## src/rtl/core/crast_pkg.sv

```systemverilog
// Shared constants, register codes, state and job types of the circle rasterizer.
package crast_pkg;

	// field widths
	localparam int RAD_W  = 10;
	localparam int CTR_W  = 11;
	localparam int PT_W   = 12;
	localparam int CFG_W  = (RAD_W > CTR_W) ? RAD_W : CTR_W;
	localparam int CFG_IDX_W = 2;

	// shared multiplier: operand holds column+1
	localparam int MUL_W  = RAD_W + 1;
	localparam int PROD_W = 2 * MUL_W;

	// square root: radicand, remainder, two radicand bits per step
	localparam int SQ_W     = 2 * RAD_W;
	localparam int REM_W    = RAD_W + 1;
	localparam int SQ_STEPS = RAD_W;
	localparam int SQ_CNT_W = (SQ_STEPS > 1) ? $clog2(SQ_STEPS) : 1;

	// point index width: eight points emitted per column
	localparam int PTS_W = 3;

	typedef enum logic [CFG_IDX_W-1:0] {
		REG_CENTER_X = 2'd0,
		REG_CENTER_Y = 2'd1,
		REG_RADIUS   = 2'd2
	} cfg_reg_t;

	typedef enum logic [2:0] {
		ST_IDLE,
		ST_MUL_RR,
		ST_MUL_II,
		ST_MUL_JJ,
		ST_CHECK,
		ST_SQRT,
		ST_EMIT
	} seq_state_t;

	// one column handed to the emitter
	typedef struct packed {
		logic [RAD_W-1:0] col;
		logic [RAD_W-1:0] y;
		logic             circle_done;
	} emit_job_t;

endpackage

```

## src/rtl/core/crast_req_if.sv

```systemverilog
// Request channel: one word per tick, carrying the restart flag.
interface crast_req_if;
	logic valid;
	logic ready;
	logic restart;

	modport source (output valid, output restart, input ready);
	modport sink   (input valid, input restart, output ready);
endinterface

```

## src/rtl/core/crast_pix_if.sv

```systemverilog
// Pixel channel: one plotted point per word.
interface crast_pix_if;
	logic                             valid;
	logic                             ready;
	logic signed [crast_pkg::PT_W-1:0] point_x;
	logic signed [crast_pkg::PT_W-1:0] point_y;
	logic                             last_of_column;
	logic                             circle_done;

	modport source (output valid, output point_x, output point_y,
		output last_of_column, output circle_done, input ready);
	modport sink   (input valid, input point_x, input point_y,
		input last_of_column, input circle_done, output ready);
endinterface

```

## src/rtl/core/crast_isqrt.sv

```systemverilog
// Digit-serial integer square root with remainder, two radicand bits per cycle.
module crast_isqrt (
	input  logic                         clk,
	input  logic                         arst_n,
	input  logic                         start,
	input  logic [crast_pkg::SQ_W-1:0]   n,
	output logic                         done,
	output logic [crast_pkg::RAD_W-1:0]  root,
	output logic [crast_pkg::REM_W-1:0]  rem
);

	logic                           busy_q;
	logic                           done_q;
	logic [crast_pkg::SQ_CNT_W-1:0] cnt_q;
	logic [crast_pkg::SQ_W-1:0]     n_q;
	logic [crast_pkg::REM_W-1:0]    rem_q;
	logic [crast_pkg::RAD_W-1:0]    root_q;

	logic [crast_pkg::REM_W+1:0]    shifted;
	logic [crast_pkg::REM_W+1:0]    trial;
	logic                           fits;

	// bring down the next two radicand bits and try root*4+1
	assign shifted = {rem_q, n_q[crast_pkg::SQ_W-1 -: 2]};
	assign trial   = (crast_pkg::REM_W + 2)'({root_q, 2'b01});
	assign fits    = (shifted >= trial);

	// control
	always_ff @(posedge clk or negedge arst_n) begin
		if (!arst_n) begin
			busy_q <= 1'b0;
			done_q <= 1'b0;
			cnt_q  <= '0;
		end else begin
			done_q <= 1'b0;
			if (start) begin
				busy_q <= 1'b1;
				cnt_q  <= '0;
			end else if (busy_q) begin
				cnt_q <= cnt_q + 1'b1;
				if (cnt_q == crast_pkg::SQ_CNT_W'(crast_pkg::SQ_STEPS - 1)) begin
					busy_q <= 1'b0;
					done_q <= 1'b1;
				end
			end
		end
	end

	// shift-subtract datapath
	always_ff @(posedge clk) begin
		if (start) begin
			n_q    <= n;
			rem_q  <= '0;
			root_q <= '0;
		end else if (busy_q) begin
			n_q <= n_q << 2;
			if (fits) begin
				rem_q  <= crast_pkg::REM_W'(shifted - trial);
				root_q <= {root_q[crast_pkg::RAD_W-2:0], 1'b1};
			end else begin
				rem_q  <= crast_pkg::REM_W'(shifted);
				root_q <= {root_q[crast_pkg::RAD_W-2:0], 1'b0};
			end
		end
	end

	assign done = done_q;
	assign root = root_q;
	assign rem  = rem_q;

endmodule

```

## src/rtl/core/crast_emit.sv

```systemverilog
// Eight-way symmetry emitter: one point per cycle while the sink is ready, into a registered output word.
module crast_emit (
	input  logic                              clk,
	input  logic                              arst_n,
	input  logic                              start,
	input  crast_pkg::emit_job_t              job,
	input  logic signed [crast_pkg::CTR_W-1:0] center_x,
	input  logic signed [crast_pkg::CTR_W-1:0] center_y,
	output logic                              busy,
	crast_pix_if.source                       pix
);

	logic                          busy_q;
	logic [crast_pkg::PTS_W-1:0]   k_q;
	logic                          vld_q;
	logic [crast_pkg::PT_W-1:0]    px_q;
	logic [crast_pkg::PT_W-1:0]    py_q;
	logic                          last_q;
	logic                          done_q;

	logic                          load;
	logic [crast_pkg::RAD_W-1:0]   mag_x;
	logic [crast_pkg::RAD_W-1:0]   mag_y;
	logic                          neg_x;
	logic                          neg_y;
	logic [crast_pkg::PT_W-1:0]    off_x;
	logic [crast_pkg::PT_W-1:0]    off_y;

	// output word free or leaving this cycle
	assign load = busy_q && (!vld_q || pix.ready);

	// point order: (i,y) (i,-y) (-i,-y) (-i,y) (y,i) (y,-i) (-y,-i) (-y,i)
	always_comb begin
		mag_x = k_q[2] ? job.y : job.col;
		mag_y = k_q[2] ? job.col : job.y;
		neg_x = k_q[1];
		neg_y = k_q[1] ^ k_q[0];
		off_x = neg_x ? -crast_pkg::PT_W'(mag_x) : crast_pkg::PT_W'(mag_x);
		off_y = neg_y ? -crast_pkg::PT_W'(mag_y) : crast_pkg::PT_W'(mag_y);
	end

	// control
	always_ff @(posedge clk or negedge arst_n) begin
		if (!arst_n) begin
			busy_q <= 1'b0;
			k_q    <= '0;
			vld_q  <= 1'b0;
		end else begin
			if (start) begin
				busy_q <= 1'b1;
				k_q    <= '0;
			end else if (load) begin
				k_q <= k_q + 1'b1;
				if (k_q == '1)
					busy_q <= 1'b0;
			end
			if (load)
				vld_q <= 1'b1;
			else if (pix.ready)
				vld_q <= 1'b0;
		end
	end

	// output word, coordinates wrap to the point width
	always_ff @(posedge clk) begin
		if (load) begin
			px_q   <= crast_pkg::PT_W'(center_x) + off_x;
			py_q   <= crast_pkg::PT_W'(center_y) + off_y;
			last_q <= (k_q == '1);
			done_q <= job.circle_done;
		end
	end

	assign busy               = busy_q;
	assign pix.valid          = vld_q;
	assign pix.point_x        = px_q;
	assign pix.point_y        = py_q;
	assign pix.last_of_column = last_q;
	assign pix.circle_done    = done_q;

endmodule

```

## src/rtl/core/circle_octant_sqrt_rasterizer_top.sv

```systemverilog
// Circle rasterizer top: config registers, column sequencer, shared multiplier.
// Sequence for a tick word taken for a column with i > 0: three multiplies, a check,
// the 10-step square root, then the emitter; column 0 skips the square root.
// One tick word per column; the next is taken only once the emitter has loaded
// all 8 points, which stall while the sink is not ready. A column that no longer
// fits ends after the check; a tick word after the final column is taken and skipped.
// Reset: center, radius, column index and finished flag clear at once.
module circle_octant_sqrt_rasterizer_top (
	input  logic                             clk,
	input  logic                             arst_n,
	input  logic                             cfg_we,
	input  logic [crast_pkg::CFG_IDX_W-1:0]  cfg_idx,
	input  logic [crast_pkg::CFG_W-1:0]      cfg_data,
	crast_req_if.sink                        req,
	crast_pix_if.source                      pix
);

	crast_pkg::seq_state_t state_q, state_nx;

	// config registers
	logic signed [crast_pkg::CTR_W-1:0] center_x_q;
	logic signed [crast_pkg::CTR_W-1:0] center_y_q;
	logic [crast_pkg::RAD_W-1:0]        radius_q;

	// column state
	logic [crast_pkg::RAD_W-1:0]        col_q;
	logic                               fin_q;

	// per-column work registers
	logic [crast_pkg::RAD_W-1:0]        i_q;
	logic [crast_pkg::PROD_W-1:0]       rr_q;
	logic [crast_pkg::PROD_W-1:0]       ii_q;
	logic [crast_pkg::PROD_W-1:0]       jj_q;
	logic [crast_pkg::RAD_W-1:0]        y_q;
	logic                               last_col_q;

	logic                               accept;
	logic                               skip;
	logic                               col_ok;
	logic                               next_ok;
	logic                               last_col;
	logic [crast_pkg::MUL_W-1:0]        mul_a;
	logic [crast_pkg::PROD_W-1:0]       product;
	logic                               sq_start;
	logic                               emit_start;
	logic                               mark_fin;
	logic                               sq_done;
	logic [crast_pkg::RAD_W-1:0]        sq_root;
	logic [crast_pkg::REM_W-1:0]        sq_rem;
	logic [crast_pkg::RAD_W-1:0]        y_round;
	logic                               emit_busy;
	crast_pkg::emit_job_t               job;

	assign accept = req.valid && req.ready;
	assign skip   = fin_q && !req.restart;

	// column tests: 2*i*i <= r*r now, and for column i+1
	assign col_ok  = (i_q == '0) ||
		(((crast_pkg::PROD_W + 1)'(ii_q) << 1) <= (crast_pkg::PROD_W + 1)'(rr_q));
	assign next_ok =
		(((crast_pkg::PROD_W + 1)'(jj_q) << 1) <= (crast_pkg::PROD_W + 1)'(rr_q));

	// final-column flag: live in the check cycle, registered afterwards
	assign last_col = (state_q == crast_pkg::ST_CHECK) ? !next_ok : last_col_q;

	// round to nearest: up when remainder exceeds root
	assign y_round = sq_root + crast_pkg::RAD_W'(sq_rem > crast_pkg::REM_W'(sq_root));

	// shared multiplier, squares one operand per cycle
	assign product = crast_pkg::PROD_W'(mul_a) * crast_pkg::PROD_W'(mul_a);

	// state register
	always_ff @(posedge clk or negedge arst_n) begin
		if (!arst_n)
			state_q <= crast_pkg::ST_IDLE;
		else
			state_q <= state_nx;
	end

	// next state and sequencer controls
	always_comb begin
		state_nx   = state_q;
		req.ready  = 1'b0;
		mul_a      = '0;
		sq_start   = 1'b0;
		emit_start = 1'b0;
		mark_fin   = 1'b0;
		unique case (state_q)
			crast_pkg::ST_IDLE: begin
				req.ready = 1'b1;
				if (req.valid && !skip)
					state_nx = crast_pkg::ST_MUL_RR;
			end
			crast_pkg::ST_MUL_RR: begin
				mul_a    = crast_pkg::MUL_W'(radius_q);
				state_nx = crast_pkg::ST_MUL_II;
			end
			crast_pkg::ST_MUL_II: begin
				mul_a    = crast_pkg::MUL_W'(i_q);
				state_nx = crast_pkg::ST_MUL_JJ;
			end
			crast_pkg::ST_MUL_JJ: begin
				mul_a    = crast_pkg::MUL_W'(i_q) + 1'b1;
				state_nx = crast_pkg::ST_CHECK;
			end
			crast_pkg::ST_CHECK: begin
				if (!col_ok) begin
					mark_fin = 1'b1;
					state_nx = crast_pkg::ST_IDLE;
				end else if (i_q == '0) begin
					emit_start = 1'b1;
					state_nx   = crast_pkg::ST_EMIT;
				end else begin
					sq_start = 1'b1;
					state_nx = crast_pkg::ST_SQRT;
				end
			end
			crast_pkg::ST_SQRT: begin
				if (sq_done) begin
					emit_start = 1'b1;
					state_nx   = crast_pkg::ST_EMIT;
				end
			end
			crast_pkg::ST_EMIT: begin
				if (!emit_busy)
					state_nx = crast_pkg::ST_IDLE;
			end
			default: state_nx = crast_pkg::ST_IDLE;
		endcase
	end

	// config write port
	always_ff @(posedge clk or negedge arst_n) begin
		if (!arst_n) begin
			center_x_q <= '0;
			center_y_q <= '0;
			radius_q   <= '0;
		end else if (cfg_we) begin
			unique case (crast_pkg::cfg_reg_t'(cfg_idx))
				crast_pkg::REG_CENTER_X: center_x_q <= crast_pkg::CTR_W'(cfg_data);
				crast_pkg::REG_CENTER_Y: center_y_q <= crast_pkg::CTR_W'(cfg_data);
				crast_pkg::REG_RADIUS:   radius_q   <= crast_pkg::RAD_W'(cfg_data);
				default: ;
			endcase
		end
	end

	// column index and finished flag
	always_ff @(posedge clk or negedge arst_n) begin
		if (!arst_n) begin
			col_q <= '0;
			fin_q <= 1'b0;
		end else begin
			if (accept && req.restart) begin
				col_q <= '0;
				fin_q <= 1'b0;
			end
			if (mark_fin)
				fin_q <= 1'b1;
			if (emit_start) begin
				if (last_col)
					fin_q <= 1'b1;
				else
					col_q <= i_q + 1'b1;
			end
		end
	end

	// per-column datapath
	always_ff @(posedge clk) begin
		if (accept)
			i_q <= req.restart ? '0 : col_q;
		if (state_q == crast_pkg::ST_MUL_RR)
			rr_q <= product;
		if (state_q == crast_pkg::ST_MUL_II)
			ii_q <= product;
		if (state_q == crast_pkg::ST_MUL_JJ)
			jj_q <= product;
		if (state_q == crast_pkg::ST_CHECK) begin
			last_col_q <= !next_ok;
			y_q        <= radius_q;
		end
		if (state_q == crast_pkg::ST_SQRT && sq_done)
			y_q <= y_round;
	end

	crast_isqrt u_isqrt (
		.clk    (clk),
		.arst_n (arst_n),
		.start  (sq_start),
		.n      (crast_pkg::SQ_W'(rr_q - ii_q)),
		.done   (sq_done),
		.root   (sq_root),
		.rem    (sq_rem)
	);

	assign job.col         = i_q;
	assign job.y           = y_q;
	assign job.circle_done = last_col_q;

	crast_emit u_emit (
		.clk      (clk),
		.arst_n   (arst_n),
		.start    (emit_start),
		.job      (job),
		.center_x (center_x_q),
		.center_y (center_y_q),
		.busy     (emit_busy),
		.pix      (pix)
	);

endmodule
```

## src/flat_wrapper.sv

```systemverilog
// flat-port wrapper written by rule: the top's interface ports become plain ports
module circle_octant_sqrt_rasterizer_top_flat 
  (clk, arst_n, cfg_we, cfg_idx, cfg_data, req_valid, req_restart, req_ready, pix_valid, pix_point_x, pix_point_y, pix_last_of_column, pix_circle_done, pix_ready);
  crast_req_if req_i ();
  crast_pix_if pix_i ();
  input  logic clk;
  input  logic arst_n;
  input  logic cfg_we;
  input  logic [crast_pkg::CFG_IDX_W-1:0] cfg_idx;
  input  logic [crast_pkg::CFG_W-1:0] cfg_data;
  input wire logic [$bits(req_i.valid)-1:0] req_valid;
  input wire logic [$bits(req_i.restart)-1:0] req_restart;
  output wire logic [$bits(req_i.ready)-1:0] req_ready;
  output wire logic [$bits(pix_i.valid)-1:0] pix_valid;
  output wire logic [$bits(pix_i.point_x)-1:0] pix_point_x;
  output wire logic [$bits(pix_i.point_y)-1:0] pix_point_y;
  output wire logic [$bits(pix_i.last_of_column)-1:0] pix_last_of_column;
  output wire logic [$bits(pix_i.circle_done)-1:0] pix_circle_done;
  input wire logic [$bits(pix_i.ready)-1:0] pix_ready;
  assign req_i.valid = req_valid;
  assign req_i.restart = req_restart;
  assign req_ready = req_i.ready;
  assign pix_valid = pix_i.valid;
  assign pix_point_x = pix_i.point_x;
  assign pix_point_y = pix_i.point_y;
  assign pix_last_of_column = pix_i.last_of_column;
  assign pix_circle_done = pix_i.circle_done;
  assign pix_i.ready = pix_ready;
  circle_octant_sqrt_rasterizer_top u_core (.clk(clk), .arst_n(arst_n), .cfg_we(cfg_we), .cfg_idx(cfg_idx), .cfg_data(cfg_data), .req(req_i), .pix(pix_i));
endmodule
```

## config.mk

```make
export PLATFORM = sky130hd
export DESIGN_NAME = circle_octant_sqrt_rasterizer_top_flat
export DESIGN_NICKNAME = d
export VERILOG_FILES = /design/src/rtl/core/crast_pkg.sv /design/src/rtl/core/crast_req_if.sv /design/src/rtl/core/crast_pix_if.sv /design/src/rtl/core/crast_isqrt.sv /design/src/rtl/core/crast_emit.sv /design/src/rtl/core/circle_octant_sqrt_rasterizer_top.sv /design/src/flat_wrapper.sv
export SDC_FILE = /design/constraint.sdc
export NUM_CORES = 1
export LEC_CHECK = 0
export BUFFER_PORTS_ARGS = -buffer_cell sky130_fd_sc_hd__clkbuf_2
export CORE_MARGIN = 8
export CORE_UTILIZATION = 35
export DETAILED_ROUTE_END_ITERATION = 10
export GPL_TIMING_DRIVEN = 0
export PLACE_DENSITY = 0.55
export SYNTH_ARGS = -nofsm -noshare
export SYNTH_HDL_FRONTEND = slang
export SYNTH_SLANG_ARGS = --single-unit
```

## constraint.sdc

```tcl
create_clock -name clk -period 13.4 [get_ports clk]
set_clock_uncertainty 0.05 [all_clocks]
set_input_delay 4.02 -clock clk [delete_from_list [all_inputs] [get_ports clk]]
set_output_delay 4.02 -clock clk [all_outputs]
set_load 0.01 [all_outputs]
```

==> results of run 1 <==
-- cell usage after synthesis, drive strengths merged, types with 13 or more instances --
cell | instances | share of area
and2 | 22 | 0.0089
nor2 | 107 | 0.026
fa | 66 | 0.085
o21a | 13 | 0.0063
xnor2 | 68 | 0.038
inv | 180 | 0.044
o21ai | 50 | 0.016
edfxtp | 129 | 0.25
a21o | 38 | 0.018
mux2i | 45 | 0.029
nand3 | 16 | 0.0052
nand4 | 16 | 0.0065
nand2 | 123 | 0.030
a211oi | 14 | 0.0076
ha | 152 | 0.12
mux2 | 49 | 0.036
a21oi | 78 | 0.025
dfrtp | 57 | 0.092
nor3 | 25 | 0.0081
xor2 | 39 | 0.022
nand2b | 19 | 0.0077
buf | 20 | 0.0076
clkbuf | 24 | 0.0058
dfxtp | 22 | 0.028
nor2b | 29 | 0.012
-- registers in the layout, summed over array words and instances, names as in the netlist, 3 cells and up --
name and flops:
u_core.u_emit.pix.point_y 12, u_core.u_isqrt.rem 11, u_core.radius_q 10, u_core.rr_q 21, u_core.center_y_q 11, u_core.col_q 10, u_core.i_q 10, u_core.center_x_q 11
u_core.y_q 10, u_core.u_isqrt.cnt_q 4, u_core.ii_q 21, u_core.u_isqrt.n_q 20, u_core.u_emit.k_q 3, u_core.state_q 3, u_core.jj_q 21, u_core.u_isqrt.root 10
u_core.u_emit.pix.point_x 12
-- kinds of logic after synthesis --
| group | count (synthesis) |
|---|---|
| muxes | 94 |
| xor gates and xnor gates | 107 |
| adders and majority gates | 218 |
| DFF | 208 |
| buffers and inverters | 224 |
| and+or+nand+nor | 401 |
| other | 2 |
| AOI/OAI and AO/OA | 263 |
-- area by class of cell --
type                            count  area [um^2]  area share
Buffer                             44        207.7     0.01198
Clock buffer                       36        729.5     0.04206
Clock inverter                     11        113.9    0.006566
Inverter                          180        675.6     0.03896
Multi-Input combinational cell   1089         8871      0.5115
Sequential cell                   208         5741      0.3310
Tap cell                          592        740.7     0.04271
Timing Repair Buffer               48        262.8     0.01515
-- per-layer routing --
layer / vias to the layer above / global-route usage
met2: 182 / 0.2328
met1: 5439 / 0.1984
met5: - / 0
met4: 0 / 0.02916
li1: 5401 / -
met3: 34 / 0.01811
-- worst paths after layout --
check | endpoint | slack [ns] | from | cells past startpoint
setup / recovery | u_core.ii_q[21]$_DFFE_PN_ | 5.41 | u_core.i_q[0]$_SDFFCE_PP0P_ | 26
hold / removal | u_core.u_isqrt.rem[9]$_SDFFE_PP0P_ | 0.45 | u_core.u_isqrt.rem[9]$_SDFFE_PP0P_ | 2
setup reg to reg | u_core.ii_q[21]$_DFFE_PN_ | 5.41 | u_core.i_q[0]$_SDFFCE_PP0P_ | 26
hold reg to reg | u_core.u_isqrt.rem[9]$_SDFFE_PP0P_ | 0.45 | u_core.u_isqrt.rem[9]$_SDFFE_PP0P_ | 2
max in group asynchronous | u_core.u_isqrt.cnt_q[0]$_DFFE_PN0P_ | 9.18 | arst_n | 1
min in group asynchronous | u_core.center_y_q[10]$_DFFE_PN0P_ | 3.54 | arst_n | 1
-- critical path, stage by stage, from the launching register on --
cell,delay [ns]
edfxtp_1,0.58
ha_1,0.30
and3_1,0.18
buf_2,0.17
nand4_1,0.18
xnor2_1,0.20
nand2_1,0.07
a21oi_1,0.84
nand2_1,0.17
fa_1,0.55
inv_1,0.06
fa_1,0.49
inv_1,0.05
fa_1,0.47
inv_1,0.05
fa_1,0.54
inv_1,0.06
fa_1,0.53
inv_1,0.04
ha_1,0.34
a21o_1,0.21
a21o_1,0.21
a221oi_1,0.49
o31ai_1,0.18
a21oi_1,0.29
mux2i_1,0.24
nand3_1,0.12
-- stage by stage --
step / setup WS (ns) / cell area [um^2] / instances
4_1_cts: 5.351 / 17340 / 2208
6_report: 5.408 / 17340 / 2208
2_1_floorplan: 6.711 / 15490 / 1521
3_5_place_dp: 5.418 / 16500 / 2161
5_1_grt: 4.857 / 17340 / 2208
3_3_place_gp: 4.811 / 16460 / 2159
-- power by group --
part | internal [W] | switching, W | total [W]
logic | 0.00114 | 0.00170 | 0.00284
clock network | 0.000417 | 0.000278 | 0.000696
registers | 0.00109 | 0.000138 | 0.00123
==> impl_metrics.ini, run 1 <==
[die]
row_count = 77
die_w_um = 226.3
core_area_um2 = 43930
start_util = 0.3522
die_area_um2 = 51200
pin_count = 47
die_y_um = 226.3

[placement]
port_buffers = 46
globalplace.congestion = 0.8661
dp_hpwl_um = 28230

[synthesis]
ys.flop_type = edfxtp_1
synth_edf_count = 129
syn_inst = 1517
syn_area_um2 = 15470
synth.yosys.seq_area_share = 0.3710
synth-seq-cells = 208
synthSimpleGateAreaFrac = 0.1245
syn_avg_cell_area_um2 = 10.20
yosys_warnings = 0
synth_mux_area_frac = 0.06501
synth_top_family_by_area = adder cells
synth-compound-area-share = 0.1131
synthDistinctLibCells = 72
synthAdderAreaFrac = 0.2083
ys_async_sr_fraction = 0.2740
synth-xor-area-share = 0.06056

[route]
drt_iter0_markers = 628
dr.pass1.iters = 5
drt-total-wl_um = 36270
drc = 0
met1_length_um = 17420
routedWlPerCell_um = 16.43
wl_met2_um = 16850
topRoutingLayerUsed = met4
vias = 11056
antenna_left = 0
vias_per_cell = 5.007
wl_met3_um = 1479

[layout]
post-route-util = 0.3947
layout_commonest_cell = inv_1
antenna_cells = 0
syn2layout_area_growth_pct = 12.06
drive_above_1_share = 0.1101
final_nets = 1834
final_cell_mix = inv_1, ha_1, edfxtp_1
fillers = 4401

[clocking]
clk_latency_ns = 0.56
cts_root_buffer = clkbuf_16
cts_buffer_depth = 3
cts_tree = built
cts.sinks = 208
cts.clk_slew.worst_paths_ns = 0.06
cts_made_buffers = 26
cts.htree.levels = 1
post_cts_resized = 0
postCtsHoldBufs = 0
post_cts_buffers = 0

[run]
drv_cap = 0

[critical_path]
crit_type = reg2reg
arrival_ns = 8.20
worstPathRequired_ns = 13.61
cp_max_fo = 10
crit_path_start_kind = flip-flop
cp-end-kind = flip-flop

[global_route]
grt.overflow.total = 0
antenna_found_initial = 0
grt_pass1_wl_um = 58500
grt_pass1_vias = 11152
grt_max_degree = 58
grtUsageTotal = 0.1416

[timing]
min_period_ns = 7.992
holdWs_ns = 0.4504
hold_viol = 0
fmax_mhz = 125.1
timing.final.crit_share = 0.5964
rsz0062_at_grt = no
setup_tns_ns = 0
worst_slew_pin_slew_ns = 1.112
drv_slew = 0
setup_viol = 0
relSlewSlack = 0.2585

[outcome]
outcome = completed

[pwr]
p_per_area_nw_per_um2 = 274.6
vdd_drop_max_mv = 0.1004
finalPower_w = 0.004762
total_leakage_power_nw = 7.683

[min_path]
hp-class = reg2reg
Power figures use the tool's default switching activity.
==> inputs of run 2 (changes only) <==
--- a/config.mk
+++ b/config.mk
@@ -10,7 +10,7 @@
 export CORE_UTILIZATION = 35
 export DETAILED_ROUTE_END_ITERATION = 10
 export GPL_TIMING_DRIVEN = 0
-export PLACE_DENSITY = 0.55
+export PLACE_DENSITY = 0.57
 export SYNTH_ARGS = -nofsm -noshare
 export SYNTH_HDL_FRONTEND = slang
 export SYNTH_SLANG_ARGS = --single-unit
==> constraint.sdc (replaced) <==
create_clock -name clk -period 6.6 [get_ports clk]
set_clock_uncertainty 0.05 [all_clocks]
set_input_delay 1.98 -clock clk [delete_from_list [all_inputs] [get_ports clk]]
set_output_delay 1.98 -clock clk [all_outputs]
set_load 0.01 [all_outputs]
==> run 2 against run 1 <==
Effect of this change:
- core utilization rose by 1.8 points
- final area is 4.4% higher
- wire length increased by 2.7%
- worst hold slack got worse by 0.011 ns
- register-to-register slack worse by 5.3 ns
- sequential share of layout area down 1.4 points
- critical endpoint is now u_core.rr_q[20]$_DFFE_PN_
- largest power group unchanged
- highest routed layer unchanged
==> impl_metrics.ini, run 2 (synthesis results as in run 1) <==
[outcome]
outcome = completed

[global_route]
grtUsageTotal = 0.1437
grt_max_degree = 58
grt.overflow.total = 0
grt_pass1_wl_um = 59350
antenna_found_initial = 0
grt_pass1_vias = 11258

[die]
row_count = 77
die_w_um = 226.3
core_area_um2 = 43930
die_y_um = 226.3
pin_count = 47
start_util = 0.3522
die_area_um2 = 51200

[route]
routedWlPerCell_um = 16.65
drt-total-wl_um = 37270
drc = 0
dr.pass1.iters = 5
vias_per_cell = 4.979
vias = 11142
drt_iter0_markers = 545
antenna_left = 0

[pwr]
vdd_drop_max_mv = 0.2843
p_per_area_nw_per_um2 = 574.1
finalPower_w = 0.01040
clock_power_share = 0.140
intPower_w = 0.005831
power_frac_comb = 0.620
power_switching_w = 0.004568
power.share.switching = 0.4392
p_seq_frac = 0.240
total_leakage_power_nw = 7.946

[critical_path]
rr_worst_depth = 26
crit_type = reg2reg
worst_r2r_endpoint = u_core.rr_q[20]$_DFFE_PN_
slowest_stage = fa_1
r2r_start = u_core.i_q[0]$_SDFFCE_PP0P_
path_buf_inv = 6
cp-end-kind = flip-flop
cp-startpoint = u_core.i_q[0]$_SDFFCE_PP0P_
worstPathRequired_ns = 6.81
crit_path_frequent_cell = fa_1
cp_top_family = adder cells
crit_path_max_incr_delay_ns = 0.52
cp_max_fo = 6
arrival_ns = 6.75
reg2reg_setup_slack_ns = 0.06
crit_path_start_kind = flip-flop

[timing]
holdWs_ns = 0.4398
setup_tns_ns = 0
hold_viol = 0
relSlewSlack = 0.2764
worst_slew_pin_slew_ns = 1.084
timing.final.crit_share = 0.9906
drv_slew = 0
min_period_ns = 6.538
setup_viol = 0
fmax_mhz = 153.0
rsz0062_at_grt = yes

[layout]
fillers = 4267
final_area_um2 = 18110
layout_commonest_cell = inv_1
drive_above_1_share = 0.1762
final_cells = 2238
syn2layout_area_growth_pct = 17.04
multi_input_area_um2 = 9294
final_cell_mix = inv_1, ha_1, edfxtp_1
seqCellArea_um2 = 5741
antenna_cells = 0
reg.largest.list = u_core.ii_q (21), u_core.jj_q (21), u_core.rr_q (21)
final_nets = 1866

[clocking]
cts_buffer_depth = 3
cts_root_buffer = clkbuf_16
cts_made_buffers = 24
cts.htree.levels = 1
cts.sinks = 208
clk_latency_ns = 0.53
cts.clk_slew.worst_paths_ns = 0.06
cts_tree = built

[min_path]
worstHoldStart = u_core.u_isqrt.rem[9]$_SDFFE_PP0P_
min_delay_path_depth = 2
hp-class = reg2reg
hold_path_end = u_core.u_isqrt.rem[9]$_SDFFE_PP0P_

[placement]
dp_hpwl_um = 28140
dp_cells = 2160
dpl_cell_area_um2 = 16490
port_buffers = 46
globalplace.congestion = 0.8735

[run]
drv_cap = 0
run 2: cell types whose count changed in the layout (fill, tap and decap cells not counted), sizes merged:
| cell | before | now |
|---|---|---|
| clkbuf | 106 | 98 |
| buf | 22 | 61 |
| nor2 | 107 | 108 |
| clkinv | 9 | 6 |
| clkinvlp | 0 | 1 |
run 2: worst max-delay path by stage:
| stage | end | slack, ns | cells past startpoint |
|---|---|---|---|
| 2_1_floorplan | u_core.ii_q[21]$_DFFE_PN_ | 0.13 | 26 |
| 3_3_place_gp | u_core.ii_q[21]$_DFFE_PN_ | -1.27 | 22 |
| 3_5_place_dp | u_core.jj_q[21]$_DFFE_PN_ | -1.29 | 24 |
| 4_1_cts | u_core.jj_q[21]$_DFFE_PN_ | 0.007 | 26 |
| 5_1_grt | u_core.jj_q[15]$_DFFE_PN_ | -0.15 | 27 |
| 6_report | u_core.rr_q[20]$_DFFE_PN_ | 0.06 | 26 |
run 2: worst register-to-register path: cells and delay by family, from the launching register on:
family	cells	cell delay (ns)
buf+inv	6	0.61
fa+ha+maj	7	2.74
flops	1	0.47
compound gates	6	1.15
simple gates	5	1.02
xor+xnor	2	0.22
run 2: final cells by class:
| class | count | share of cell area |
|---|---|---|
| Buffer | 41 | 0.01416 |
| Clock buffer | 34 | 0.04276 |
| Clock inverter | 9 | 0.005388 |
| Inverter | 180 | 0.03730 |
| Multi-Input combinational cell | 1090 | 0.5131 |
| Sequential cell | 208 | 0.3169 |
| Tap cell | 592 | 0.04090 |
| Timing Repair Buffer | 84 | 0.02943 |
run 2: power by group through the flow:
stage / clock, W / combinational, W / sequential [W]
2_1_floorplan: 0 / 0.00436 / 0.00242
3_3_place_gp: 0 / 0.00565 / 0.00251
3_5_place_dp: 0 / 0.00577 / 0.00251
4_1_cts: 0.00148 / 0.00610 / 0.00250
5_1_grt: 0.00153 / 0.00723 / 0.00255
6_report: 0.00145 / 0.00645 / 0.00250
run 2: routing by layer:
metal  vias up  global-route usage  wire (um)
met5         -                   0          0
met4         0             0.04520       1075
met3        68             0.01837       1359
met2       183              0.2400      17460
met1      5434              0.1922      17370
li1       5457                   -          -
run 2: what timing repair did:
item | CTS | global route
resized for setup | 60 | 56
pin swaps | 18 | 39
gates cloned | 1 | 0
endpoints found under the setup margin | 36 | 30
hold buffers | 0 | 0
setup buffers | 20 | 17
run 2: metrics by stage:
stage / worst slack (ns) / util
CTS: 0.007281 / 0.4044
floorplan: 0.1287 / -
finish: 0.06197 / 0.4123
global route: -0.1506 / 0.4123
global placement: -1.269 / 0.3748
detailed placement: -1.286 / 0.3753
==> inputs of run 3 (changes only) <==
--- a/config.mk
+++ b/config.mk
@@ -7,10 +7,10 @@
 export LEC_CHECK = 0
 export BUFFER_PORTS_ARGS = -buffer_cell sky130_fd_sc_hd__clkbuf_2
 export CORE_MARGIN = 8
-export CORE_UTILIZATION = 35
+export CORE_UTILIZATION = 58
 export DETAILED_ROUTE_END_ITERATION = 10
 export GPL_TIMING_DRIVEN = 0
-export PLACE_DENSITY = 0.57
+export PLACE_DENSITY = 0.78
 export SYNTH_ARGS = -nofsm -noshare
 export SYNTH_HDL_FRONTEND = slang
 export SYNTH_SLANG_ARGS = --single-unit
==> run 3 against run 2 <==
Effect of this change:
- non-clock buffer count rose by 7
- power fell by 0.90%
- die area fell by 37%
- sequential power barely moved
- combinational power barely moved
- critical path depth fell by 1
- sequential share of layout area rose by 0.77 points
- worst setup slack improved by 0.0025 ns
- register-to-register slack barely moved
- fmax barely moved
- final area fell by 2.4%
- global-route usage rose by 8.3 points
- largest cell class unchanged
==> impl_metrics.ini, run 3 (synthesis results as in run 1) <==
[route]
vias = 11658
drc = 0
antenna_left = 0
dr.pass1.iters = 7
drt_iter0_markers = 960
drt-total-wl_um = 37240
routedWlPerCell_um = 18.72
vias_per_cell = 5.861

[critical_path]
rr_worst_depth = 25
worst_r2r_endpoint = u_core.ii_q[20]$_DFFE_PN_
cp-startpoint = u_core.i_q[6]$_SDFFCE_PP0P_
crit_path_start_kind = flip-flop
slowest_stage = fa_1
reg2reg_setup_slack_ns = 0.06
crit_path_frequent_cell = fa_1
crit_path_max_incr_delay_ns = 0.55
crit_type = reg2reg
path_buf_inv = 5
cp_top_family = adder cells
r2r_start = u_core.i_q[6]$_SDFFCE_PP0P_
arrival_ns = 6.75
cp_max_fo = 6
cp-end-kind = flip-flop
worstPathRequired_ns = 6.82

[layout]
final_area_um2 = 17680
reg.largest.list = u_core.ii_q (21), u_core.jj_q (21), u_core.rr_q (21)
seqCellArea_um2 = 5741
final_cell_mix = inv_1, ha_1, edfxtp_1
layout_commonest_cell = inv_1
drive_above_1_share = 0.1717
final_nets = 1873
fillers = 1937
antenna_cells = 0
multi_input_area_um2 = 9163
final_cells = 1989
syn2layout_area_growth_pct = 14.25

[timing]
relSlewSlack = 0.2360
setup_viol = 0
drv_slew = 0
rsz0062_at_grt = yes
holdWs_ns = 0.4586
fmax_mhz = 153.0
layout_setup_ws_ns = 0.06445
timing.final.crit_share = 0.9902
hold_viol = 0
worst_slew_pin_slew_ns = 1.145
min_period_ns = 6.536

[global_route]
grtUsageTotal = 0.2272
met2_usage = 0.3838
busiest_layer = met2
grtUsageMet3 = 0.02976
grt_max_degree = 58
grtUsageMet1 = 0.3022
grt_pass1_vias = 11634
antenna_found_initial = 0
grt.overflow.total = 0
grt_pass1_wl_um = 58410

[clocking]
cts_made_buffers = 24
cts_tree = built
clk_latency_ns = 0.52
postCtsHoldBufs = 0
cts_root_buffer = clkbuf_16
cts.htree.levels = 1
cts.clk_slew.worst_paths_ns = 0.06
cts_buffer_depth = 3
cts.sinks = 208

[die]
die_y_um = 179.3
start_util = 0.5922
pin_count = 47
die_area_um2 = 32160
core_area_um2 = 26130
die_w_um = 179.3
row_count = 59

[pwr]
total_leakage_power_nw = 7.965
p_per_area_nw_per_um2 = 582.9
finalPower_w = 0.01031
vdd_drop_max_mv = 0.2596

[placement]
globalplace.congestion = 0.9494
dpl_cell_area_um2 = 16180
dp_cells = 1903
port_buffers = 46
post-place-ws_ns = -1.099
dp_hpwl_um = 27380

[min_path]
worstHoldStart = u_core.u_isqrt.rem[3]$_SDFFE_PP0P_
min_delay_path_depth = 2
hold_path_end = u_core.u_isqrt.rem[3]$_SDFFE_PP0P_
hp-class = reg2reg

[outcome]
outcome = completed

[run]
drv_cap = 0
==> run 3: report_power, final <==
part	switching [W]	total, W	leakage (nW)	internal, W
combinational	0.00374	0.00642	5.45	0.00268
sequential	0.000301	0.00251	2.10	0.00221
clock	0.000534	0.00138	0.409	0.000847
total	0.00457	0.0103	7.96	0.00573
==> run 3: metal layers <==
metal | routed length [um] | up-vias | part of all wire
li1 | - | 5479 | -
met3 | 2114 | 79 | 0.057
met5 | 0 | - | 0
met1 | 16190 | 5709 | 0.43
met2 | 17990 | 391 | 0.48
met4 | 943 | 0 | 0.025
==> run 3: worst register-to-register path, stage by stage, from the launching register on <==
cell	delay, ns
edfxtp_1	0.37
buf_6	0.13
and2_1	0.16
nand4_1	0.15
nor2_1	0.19
xor2_1	0.24
nand2_1	0.15
a21oi_4	0.30
nand2_2	0.09
fa_1	0.51
buf_4	0.16
fa_1	0.50
inv_1	0.05
fa_1	0.46
fa_1	0.55
inv_1	0.05
fa_1	0.42
inv_1	0.07
ha_2	0.30
a21o_1	0.20
a21o_1	0.17
a21o_1	0.20
a2bb2oi_2	0.16
or3b_1	0.38
a21oi_2	0.17
xnor2_2	0.09
==> run 3: final cells by class <==
cell class / count / share of cell area
well taps: 335 / 0.02371
plain buffers: 41 / 0.01486
clock buffers: 29 / 0.03616
inverters: 180 / 0.03821
flip-flops and latches: 208 / 0.3247
multi-input cells: 1090 / 0.5182
clock inverters: 15 / 0.01054
repair buffers: 91 / 0.03361
==> run 3: through the flow <==
step,setup TNS [ns],utilization
2_1_floorplan,0,-
3_5_place_dp,-24.76,0.6191
5_1_grt,-1.829,0.6766
4_1_cts,0,0.6625
3_3_place_gp,-23.70,0.6178
6_report,0,0.6766
==> run 3: worst max path at each step <==
stage | endpoint | cells past startpoint | slack, ns
2_1_floorplan | u_core.ii_q[21]$_DFFE_PN_ | 26 | 0.13
3_3_place_gp | u_core.jj_q[21]$_DFFE_PN_ | 22 | -1.05
3_5_place_dp | u_core.jj_q[21]$_DFFE_PN_ | 22 | -1.10
4_1_cts | u_core.rr_q[19]$_DFFE_PN_ | 25 | 0.0009
5_1_grt | u_core.ii_q[20]$_DFFE_PN_ | 25 | -0.17
6_report | u_core.ii_q[20]$_DFFE_PN_ | 25 | 0.06
==> run 3: timing repair <==
action | CTS | global route
setup endpoints to repair | 30 | 30
resized for setup | 41 | 60
setup buffers | 21 | 24
hold endpoints to repair | 0 | 0
gates cloned | 1 | 0
pin swaps | 13 | 34
